## config.mk

```make
export PLATFORM = sky130hd
export DESIGN_NAME = ascii85_stream_decoder_unit
export DESIGN_NICKNAME = d
export VERILOG_FILES = /design/src/rtl/a85sd_pkg.sv /design/src/rtl/ascii85_stream_decoder_unit.sv /design/src/rtl/a85sd_front.sv /design/src/rtl/a85sd_queue.sv /design/src/rtl/a85sd_back.sv
export SDC_FILE = /design/constraint.sdc
export NUM_CORES = 1
export LEC_CHECK = 0
export BUFFER_PORTS_ARGS = -buffer_cell sky130_fd_sc_hd__buf_2
export CORE_MARGIN = 3
export CORE_UTILIZATION = 40
export DETAILED_ROUTE_END_ITERATION = 8
export GPL_ROUTABILITY_DRIVEN = 0
export GPL_TIMING_DRIVEN = 0
export HOLD_SLACK_MARGIN = 0.08
export PLACE_DENSITY_LB_ADDON = 0.12
export SYNTH_ARGS = -nofsm -noshare
export SYNTH_HDL_FRONTEND = slang
export SYNTH_SLANG_ARGS = --single-unit
```

## constraint.sdc

```tcl
create_clock -name clk -period 8.8 [get_ports clk]
set_clock_uncertainty 0.1 [all_clocks]
set_input_delay 1.76 -clock clk [delete_from_list [all_inputs] [get_ports clk]]
set_output_delay 1.76 -clock clk [all_outputs]
set_load 0.005 [all_outputs]
```

## src/rtl/a85sd_pkg.sv

```systemverilog
package a85sd_pkg;

  // Character codes the scanner looks for.
  localparam logic [7:0] CH_BANG  = 8'h21;
  localparam logic [7:0] CH_U     = 8'h75;
  localparam logic [7:0] CH_Z     = 8'h7A;
  localparam logic [7:0] CH_DEL   = 8'h7F;
  localparam logic [7:0] CH_TILDE = 8'h7E;
  localparam logic [7:0] CH_GT    = 8'h3E;
  localparam logic [7:0] CH_LT    = 8'h3C;

  // Error codes carried on the result words.
  localparam logic [2:0] ERR_NONE      = 3'd0;
  localparam logic [2:0] ERR_END_IN_RGN = 3'd1;
  localparam logic [2:0] ERR_TILDE     = 3'd2;
  localparam logic [2:0] ERR_Z_MID     = 3'd3;
  localparam logic [2:0] ERR_ILLEGAL   = 3'd4;

  localparam int QUEUE_DEPTH = 4;
  localparam int QPTR_W      = $clog2(QUEUE_DEPTH);
  localparam int QCNT_W      = $clog2(QUEUE_DEPTH + 1);

  // One job handed from the scanner to the output sequencer: up to four bytes
  // taken most significant first, then optionally one status word.
  typedef struct packed {
    logic [31:0] data;
    logic [2:0]  nb;
    logic        tail;
    logic [2:0]  err;
    logic        done;
  } a85_job_t;

  // Weight of the digit at a given place in a five-digit group.
  function automatic logic [31:0] pow85(input logic [2:0] idx);
    logic [31:0] w;
    case (idx)
      3'd0:    w = 32'd52200625;
      3'd1:    w = 32'd614125;
      3'd2:    w = 32'd7225;
      3'd3:    w = 32'd85;
      default: w = 32'd1;
    endcase
    return w;
  endfunction

endpackage

```

## src/rtl/ascii85_stream_decoder_unit.sv

```systemverilog
// Streaming ASCII85 decoder.
// Input channel (in_valid, in_stall, ch, end_of_input) takes one character
// word per cycle unless in_stall is high. Output channel (out_valid,
// out_stall, out_byte, has_byte, error_code, done_res, last) gives result
// words; last marks the final word caused by one character, and done_res
// the closing status word of a stream. The configuration channel (cfg_valid,
// cfg_ready, cfg_data) sets whether characters outside encoded regions are
// passed through; it is always ready. A scanner takes a character every
// cycle unless stalled and posts a job of up to five result words into a
// four-entry queue; the output sequencer drains that queue at one word per
// cycle, when the receiver does not stall, into a registered output stage.
// The first result of a character passes through the queue entry and then
// the registered output stage. Throughput is one character per cycle while
// each character gives at most one word; a group of five digits or a 'z'
// gives four words, so the output port's one word per cycle sets the rate
// during runs of 'z'. When the receiver stalls, the output word holds, the
// queue fills and then in_stall rises until space is free again.
// A synchronous reset empties the queue, drops any pending output, leaves
// the scanner outside a region and clears the pass-through setting.
module ascii85_stream_decoder_unit (
  input  logic       clk,
  input  logic       rst,
  input  logic       cfg_valid,
  output logic       cfg_ready,
  input  logic       cfg_data,
  input  logic       in_valid,
  output logic       in_stall,
  input  logic [7:0] ch,
  input  logic       end_of_input,
  output logic       out_valid,
  input  logic       out_stall,
  output logic [7:0] out_byte,
  output logic       has_byte,
  output logic [2:0] error_code,
  output logic       done_res,
  output logic       last
);

  a85sd_pkg::a85_job_t push_job;
  a85sd_pkg::a85_job_t head;
  logic                push;
  logic                pop;
  logic                q_full;
  logic                q_empty;

  a85sd_front u_front (
    .clk          (clk),
    .rst          (rst),
    .cfg_valid    (cfg_valid),
    .cfg_ready    (cfg_ready),
    .cfg_data     (cfg_data),
    .in_valid     (in_valid),
    .in_stall     (in_stall),
    .ch           (ch),
    .end_of_input (end_of_input),
    .q_full       (q_full),
    .push         (push),
    .job          (push_job)
  );

  a85sd_queue u_queue (
    .clk      (clk),
    .rst      (rst),
    .push     (push),
    .push_job (push_job),
    .full     (q_full),
    .pop      (pop),
    .head     (head),
    .empty    (q_empty)
  );

  a85sd_back u_back (
    .clk        (clk),
    .rst        (rst),
    .head       (head),
    .empty      (q_empty),
    .pop        (pop),
    .out_valid  (out_valid),
    .out_stall  (out_stall),
    .out_byte   (out_byte),
    .has_byte   (has_byte),
    .error_code (error_code),
    .done_res   (done_res),
    .last       (last)
  );

endmodule

```

## src/rtl/a85sd_front.sv

```systemverilog
module a85sd_front (
  input  logic                clk,
  input  logic                rst,
  input  logic                cfg_valid,
  output logic                cfg_ready,
  input  logic                cfg_data,
  input  logic                in_valid,
  output logic                in_stall,
  input  logic [7:0]          ch,
  input  logic                end_of_input,
  input  logic                q_full,
  output logic                push,
  output a85sd_pkg::a85_job_t job
);

  typedef enum logic [2:0] {
    MODE_OUT   = 3'd0,
    MODE_LT    = 3'd1,
    MODE_IN    = 3'd2,
    MODE_TILDE = 3'd3,
    MODE_FAIL  = 3'd4
  } mode_t;

  mode_t       mode, mode_next;
  logic [2:0]  dc, dc_next;
  logic [31:0] gv, gv_next;
  logic        preserve;
  logic        accept;
  logic        ignored;
  logic [6:0]  dig;
  logic [31:0] prod;
  logic [31:0] dig_sum;
  logic [31:0] close_sum;
  logic [2:0]  err_here;

  assign cfg_ready = 1'b1;
  assign in_stall  = q_full;
  assign accept    = in_valid && !q_full;

  assign ignored = (ch == 8'h0A) || (ch == 8'h0D) || (ch == 8'h09) || (ch == 8'h20) ||
                   (ch == 8'h00) || (ch == 8'h0C) || (ch == 8'h08) ||
                   (ch == a85sd_pkg::CH_DEL);

  assign dig       = 7'(ch - a85sd_pkg::CH_BANG);
  assign prod      = {25'd0, dig} * a85sd_pkg::pow85(dc);
  assign dig_sum   = gv + prod;
  assign close_sum = gv + a85sd_pkg::pow85(dc - 3'd1);

  always_comb begin
    mode_next = mode;
    dc_next   = dc;
    gv_next   = gv;
    job       = '0;
    err_here  = a85sd_pkg::ERR_NONE;
    unique case (mode)
      MODE_LT: begin
        if (ch == a85sd_pkg::CH_TILDE) begin
          mode_next = MODE_IN;
          gv_next   = '0;
          dc_next   = '0;
        end else begin
          if (preserve) begin
            job.data = {a85sd_pkg::CH_LT, ch, 16'd0};
            job.nb   = 3'd2;
          end
          mode_next = MODE_OUT;
        end
      end
      MODE_IN: begin
        if (ch == a85sd_pkg::CH_TILDE) begin
          mode_next = MODE_TILDE;
        end else if (ch == a85sd_pkg::CH_Z) begin
          if (dc != 3'd0) begin
            mode_next = MODE_FAIL;
            dc_next   = a85sd_pkg::ERR_Z_MID;
            gv_next   = '0;
          end else begin
            job.nb = 3'd4;
          end
        end else if (ignored) begin
          mode_next = MODE_IN;
        end else if (ch < a85sd_pkg::CH_BANG || ch > a85sd_pkg::CH_U) begin
          mode_next = MODE_FAIL;
          dc_next   = a85sd_pkg::ERR_ILLEGAL;
          gv_next   = '0;
        end else if (dc == 3'd4) begin
          job.data = dig_sum;
          job.nb   = 3'd4;
          gv_next  = '0;
          dc_next  = '0;
        end else begin
          gv_next = dig_sum;
          dc_next = dc + 3'd1;
        end
      end
      MODE_TILDE: begin
        if (ch == a85sd_pkg::CH_GT) begin
          // A short group of n digits gives n-1 bytes.
          if (dc != 3'd0) begin
            job.data = close_sum;
            job.nb   = dc - 3'd1;
          end
          gv_next   = '0;
          dc_next   = '0;
          mode_next = MODE_OUT;
        end else begin
          mode_next = MODE_FAIL;
          dc_next   = a85sd_pkg::ERR_TILDE;
          gv_next   = '0;
        end
      end
      MODE_FAIL: begin
        mode_next = MODE_FAIL;
      end
      default: begin
        if (ch == a85sd_pkg::CH_LT) begin
          mode_next = MODE_LT;
        end else if (preserve) begin
          job.data = {ch, 24'd0};
          job.nb   = 3'd1;
        end
      end
    endcase

    if (mode != MODE_FAIL && mode_next == MODE_FAIL) begin
      err_here = dc_next;
    end

    if (end_of_input) begin
      // A '<' still held back at the end of the stream is released here.
      if (mode_next == MODE_LT && preserve) begin
        job.data = {a85sd_pkg::CH_LT, 24'd0};
        job.nb   = 3'd1;
      end
      job.tail = 1'b1;
      job.done = 1'b1;
      if (mode_next == MODE_IN || mode_next == MODE_TILDE) begin
        job.err = a85sd_pkg::ERR_END_IN_RGN;
      end else if (mode_next == MODE_FAIL) begin
        job.err = dc_next;
      end else begin
        job.err = a85sd_pkg::ERR_NONE;
      end
      mode_next = MODE_OUT;
      dc_next   = '0;
      gv_next   = '0;
    end else if (err_here != a85sd_pkg::ERR_NONE) begin
      job.tail = 1'b1;
      job.err  = err_here;
    end
  end

  assign push = accept && (job.nb != 3'd0 || job.tail);

  always_ff @(posedge clk) begin
    if (rst) begin
      mode     <= MODE_OUT;
      dc       <= '0;
      gv       <= '0;
      preserve <= 1'b0;
    end else begin
      if (cfg_valid && cfg_ready) begin
        preserve <= cfg_data;
      end
      if (accept) begin
        mode <= mode_next;
        dc   <= dc_next;
        gv   <= gv_next;
      end
    end
  end

endmodule

```

## src/rtl/a85sd_queue.sv

```systemverilog
module a85sd_queue (
  input  logic                clk,
  input  logic                rst,
  input  logic                push,
  input  a85sd_pkg::a85_job_t push_job,
  output logic                full,
  input  logic                pop,
  output a85sd_pkg::a85_job_t head,
  output logic                empty
);

  a85sd_pkg::a85_job_t                 mem [a85sd_pkg::QUEUE_DEPTH];
  logic [a85sd_pkg::QPTR_W-1:0]        wr_ptr;
  logic [a85sd_pkg::QPTR_W-1:0]        rd_ptr;
  logic [a85sd_pkg::QCNT_W-1:0]        count;

  assign full  = (count == a85sd_pkg::QCNT_W'(a85sd_pkg::QUEUE_DEPTH));
  assign empty = (count == '0);
  assign head  = mem[rd_ptr];

  always_ff @(posedge clk) begin
    if (push) begin
      mem[wr_ptr] <= push_job;
    end
  end

  always_ff @(posedge clk) begin
    if (rst) begin
      wr_ptr <= '0;
      rd_ptr <= '0;
      count  <= '0;
    end else begin
      if (push) begin
        wr_ptr <= wr_ptr + 1'b1;
      end
      if (pop) begin
        rd_ptr <= rd_ptr + 1'b1;
      end
      if (push && !pop) begin
        count <= count + 1'b1;
      end else if (pop && !push) begin
        count <= count - 1'b1;
      end
    end
  end

endmodule

```

## src/rtl/a85sd_back.sv

```systemverilog
module a85sd_back (
  input  logic                clk,
  input  logic                rst,
  input  a85sd_pkg::a85_job_t head,
  input  logic                empty,
  output logic                pop,
  output logic                out_valid,
  input  logic                out_stall,
  output logic [7:0]          out_byte,
  output logic                has_byte,
  output logic [2:0]          error_code,
  output logic                done_res,
  output logic                last
);

  logic [2:0] pos;
  logic       advance;
  logic       emit;
  logic       is_byte;
  logic       final_word;
  logic [7:0] sel_byte;

  assign advance = !out_valid || !out_stall;
  assign emit    = advance && !empty;
  assign is_byte = (pos < head.nb);

  always_comb begin
    case (pos[1:0])
      2'd0:    sel_byte = head.data[31:24];
      2'd1:    sel_byte = head.data[23:16];
      2'd2:    sel_byte = head.data[15:8];
      default: sel_byte = head.data[7:0];
    endcase
  end

  assign final_word = is_byte ? ((pos + 3'd1 == head.nb) && !head.tail) : 1'b1;
  assign pop        = emit && final_word;

  always_ff @(posedge clk) begin
    if (rst) begin
      out_valid <= 1'b0;
      pos       <= '0;
    end else if (advance) begin
      out_valid <= !empty;
      if (emit) begin
        pos <= final_word ? 3'd0 : pos + 3'd1;
      end
    end
  end

  always_ff @(posedge clk) begin
    if (emit) begin
      out_byte   <= is_byte ? sel_byte : 8'd0;
      has_byte   <= is_byte;
      error_code <= is_byte ? a85sd_pkg::ERR_NONE : head.err;
      done_res   <= !is_byte && head.done;
      last       <= final_word;
    end
  end

endmodule

```

==> qor.txt <==
Die height -> 208.0 um
Worst Setup End Kind -> register
Startpoint Class -> input pin
Gate Count Post-Synth -> 1,487
Cell Rows -> 73
Worst EP arrival -> 8.41 ns
Status -> finished clean
Slew margin rel. -> 21.38%
Cell variety after synth -> 91
Initial antenna violation count -> 0
Port Buffers -> 25
Mean post-synth cell area -> 10.97 sq um
Asr flop ratio synth -> 0%
# Post-CTS Setup Buffers -> 0
Final std cells w/o fill -> 2,080
CTS Buffer Depth -> 3
Total of warnings raised by yosys -> 0
MaxCap Viol Count -> 0
Critical Path RT -> 8.83 ns
Setup violators final -> 0
FF+latch count, synth -> 226
Vias -> 11.31k
All-layer global routing usage -> 20.04%
Met2 wire len -> 19,810 um
PwrDens -> 211.3 nW/um^2
Avg WL per Cell -> 20.94 um
Post-synthesis sequential area ratio -> 38.41%
Num CTS Buffers -> 23
Core area -> 40,010 sq um
Worst hold path class -> reg2reg
Overall power -> 3.785 mW
CTS H-tree depth -> 1
Final hold vios -> 0
Initial DRC Count -> 731
TritonCTS clock tree -> done
Final WL -> 43,560 um
I/O Pins -> 32
Crit-path max FO -> 12
Post-route DRC violation count -> 0
Die area -> 43,250 sq um
Root buf cell -> clkbuf_16
WL met3 -> 1482 um
Place WS -> -0.8487 ns
Fin util -> 44.77%
Routed vias/inst -> 5.437
Die width -> 208.0 um
Critical path class -> in2reg
Number of synthesized flops with an enable pin -> 174
Top post-synthesis cells by area -> edfxtp_1, fa_1, ha_1, dfxtp_1, mux4_2
Mapped Area -> 16,310 sq um
Area delta synth->final -> 9.794%
Pre-Repair DR Iteration Count -> 5
Worst-Margin Slew -> 1.170 ns
Worst hold slack -> 0.3678 ns
Share of cells above drive strength 1 -> 10.35%
Post-synth top area cell -> edfxtp_1
Fin crit period -> 8.380 ns
Main synth FF type -> edfxtp_1
VDD IR max -> 0.1162 mV
Nets -> 1,782
Worst-Skew Late Latency -> 0.50 ns
Starting Density -> 40.78%
Largest net degree at the start of global routing -> 31
Vias in the first global route -> 11.31k
Clock sinks -> 226
Post_cts resized -> 1
RSZ-0062 raised after global routing -> false
Hold Buf Count CTS -> 0
DPL Wire Length -> 35,120 um
Post-DRT Antenna Nets -> 0
Wl on met1 -> 20,800 um
Max Slew Vio Count -> 0
Highest Signal Layer -> met4
Placed Cells -> 2,042
First-pass GRT wire length -> 67,590 um
Overflow after GRT -> 0
Final worst slack -> 0.4199 ns
Leak -> 7.343 nW
Syn_nets -> 1,728
Synth top area share -> 32.03%
Final period util -> 95.23%
Clock slew at reported path FFs -> 0.06 ns
Max Fclk -> 0.1193 GHz
N_diodes -> 0
==> report_power, final <==
part,switching [mW],internal [mW]
registers,0.0290,1.26
logic,0.933,0.628
clock network,0.397,0.537
total,1.36,2.43
==> placed cells by master, fill, tap and decap left out, drive strengths merged, types with 10 or more instances in the layout <==
cell type,n
a211oi,10
a21o,15
a21oi,73
a22oi,33
a31oi,14
and2,12
and3,10
buf,49
clkbuf,58
dfxtp,52
edfxtp,174
fa,98
ha,128
inv,195
mux4,40
nand2,90
nand2b,25
nand3,25
nor2,126
nor2b,11
nor3,21
o21ai,61
o21bai,11
xnor2,51
xor2,23
==> cells in the mapped netlist, types with 23 or more instances <==
cell and number:
a22oi_1 33, xor2_1 23, nand2_1 89, nor2_1 124, fa_1 98, a21oi_1 72
inv_1 195, edfxtp_1 174, o21ai_0 52, nand3_1 24, clkbuf_1 33, mux4_2 40
xnor2_1 51, dfxtp_1 52, nand2b_1 25, ha_1 128
==> layer usage <==
| metal | global-route usage (%) | up-vias |
|---|---|---|
| met5 | 0 | - |
| met4 | 6.022 | 0 |
| met3 | 1.508 | 69 |
| met2 | 32.17 | 255 |
| met1 | 29.30 | 5603 |
| li1 | - | 5382 |
==> cell families after synthesis <==
logic type               after synthesis  share of synthesized area [%]
AND/OR/NAND/NOR                      365                          10.97
AO/OA/AOI/OAI                        299                          12.71
buffers and inverters                248                          6.020
adder cells (fa/ha/maj)              226                          21.84
flip-flops                           226                          38.41
XOR/XNOR                              74                          3.973
multiplexers                          48                          6.051
other                                  1                        0.02299
==> path summary, 6_finish.rpt <==
kind	cells past startpoint	startpoint	slack (ns)	endpoint
setup / recovery	22	ch[0]	0.42	u_queue.mem[3][25]
hold / removal	2	u_back.out_valid	0.37	u_back.out_valid
setup reg to reg	20	u_front.dc[1]	1.32	u_queue.mem[0][34]
hold reg to reg	2	u_back.out_valid	0.37	u_back.out_valid
==> area by class of cell <==
class / instances / area [sq um]
Fill cell: 3824 / 22090
Sequential cell: 226 / 6266
Inverter: 195 / 732.0
Clock buffer: 25 / 583.1
Multi-Input combinational cell: 1013 / 9085
Buffer: 52 / 246.5
Timing Repair Buffer: 30 / 212.7
Tap cell: 525 / 656.9
Clock inverter: 14 / 130.1
==> worst max-delay path, stage by stage <==
cell and delay (ns):
buf_2 0.34, inv_1 0.24, ha_1 0.29, inv_1 0.13
nor3_1 0.07, xnor2_1 0.69, nor2_1 0.27, fa_1 0.48
fa_1 0.52, inv_1 0.05, fa_1 0.47, inv_1 0.05
fa_1 0.44, ha_1 0.37, a21oi_1 0.21, nand2_1 0.15
a22oi_1 0.41, a31oi_1 0.17, o41ai_1 0.39, xnor2_1 0.17
a222oi_1 0.33, o21ai_0 0.37
==> flip-flops by register name, summed over array words and instances, names as in the netlist, named ones only <==
signal and count:
u_queue.count 3, u_back.done_res 1, u_front.gv 32, u_back.out_valid 1, u_front.preserve 1, u_back.pos 3, u_back.last 1, u_back.out_byte 8
u_queue.rd_ptr 2, u_queue.mem 160, u_back.error_code 3, u_back.has_byte 1, u_front.mode 3, u_queue.wr_ptr 2, u_front.dc 3
==> per-stage QoR <==
step           cell area [sq um]  setup TNS (ns)
6_report                   17910               0
5_1_grt                    17910               0
4_1_cts                    17920               0
3_5_place_dp               17200          -40.27
3_3_place_gp               17100          -37.12
2_1_floorplan              16310               0
(Power assumes the default switching activity.)
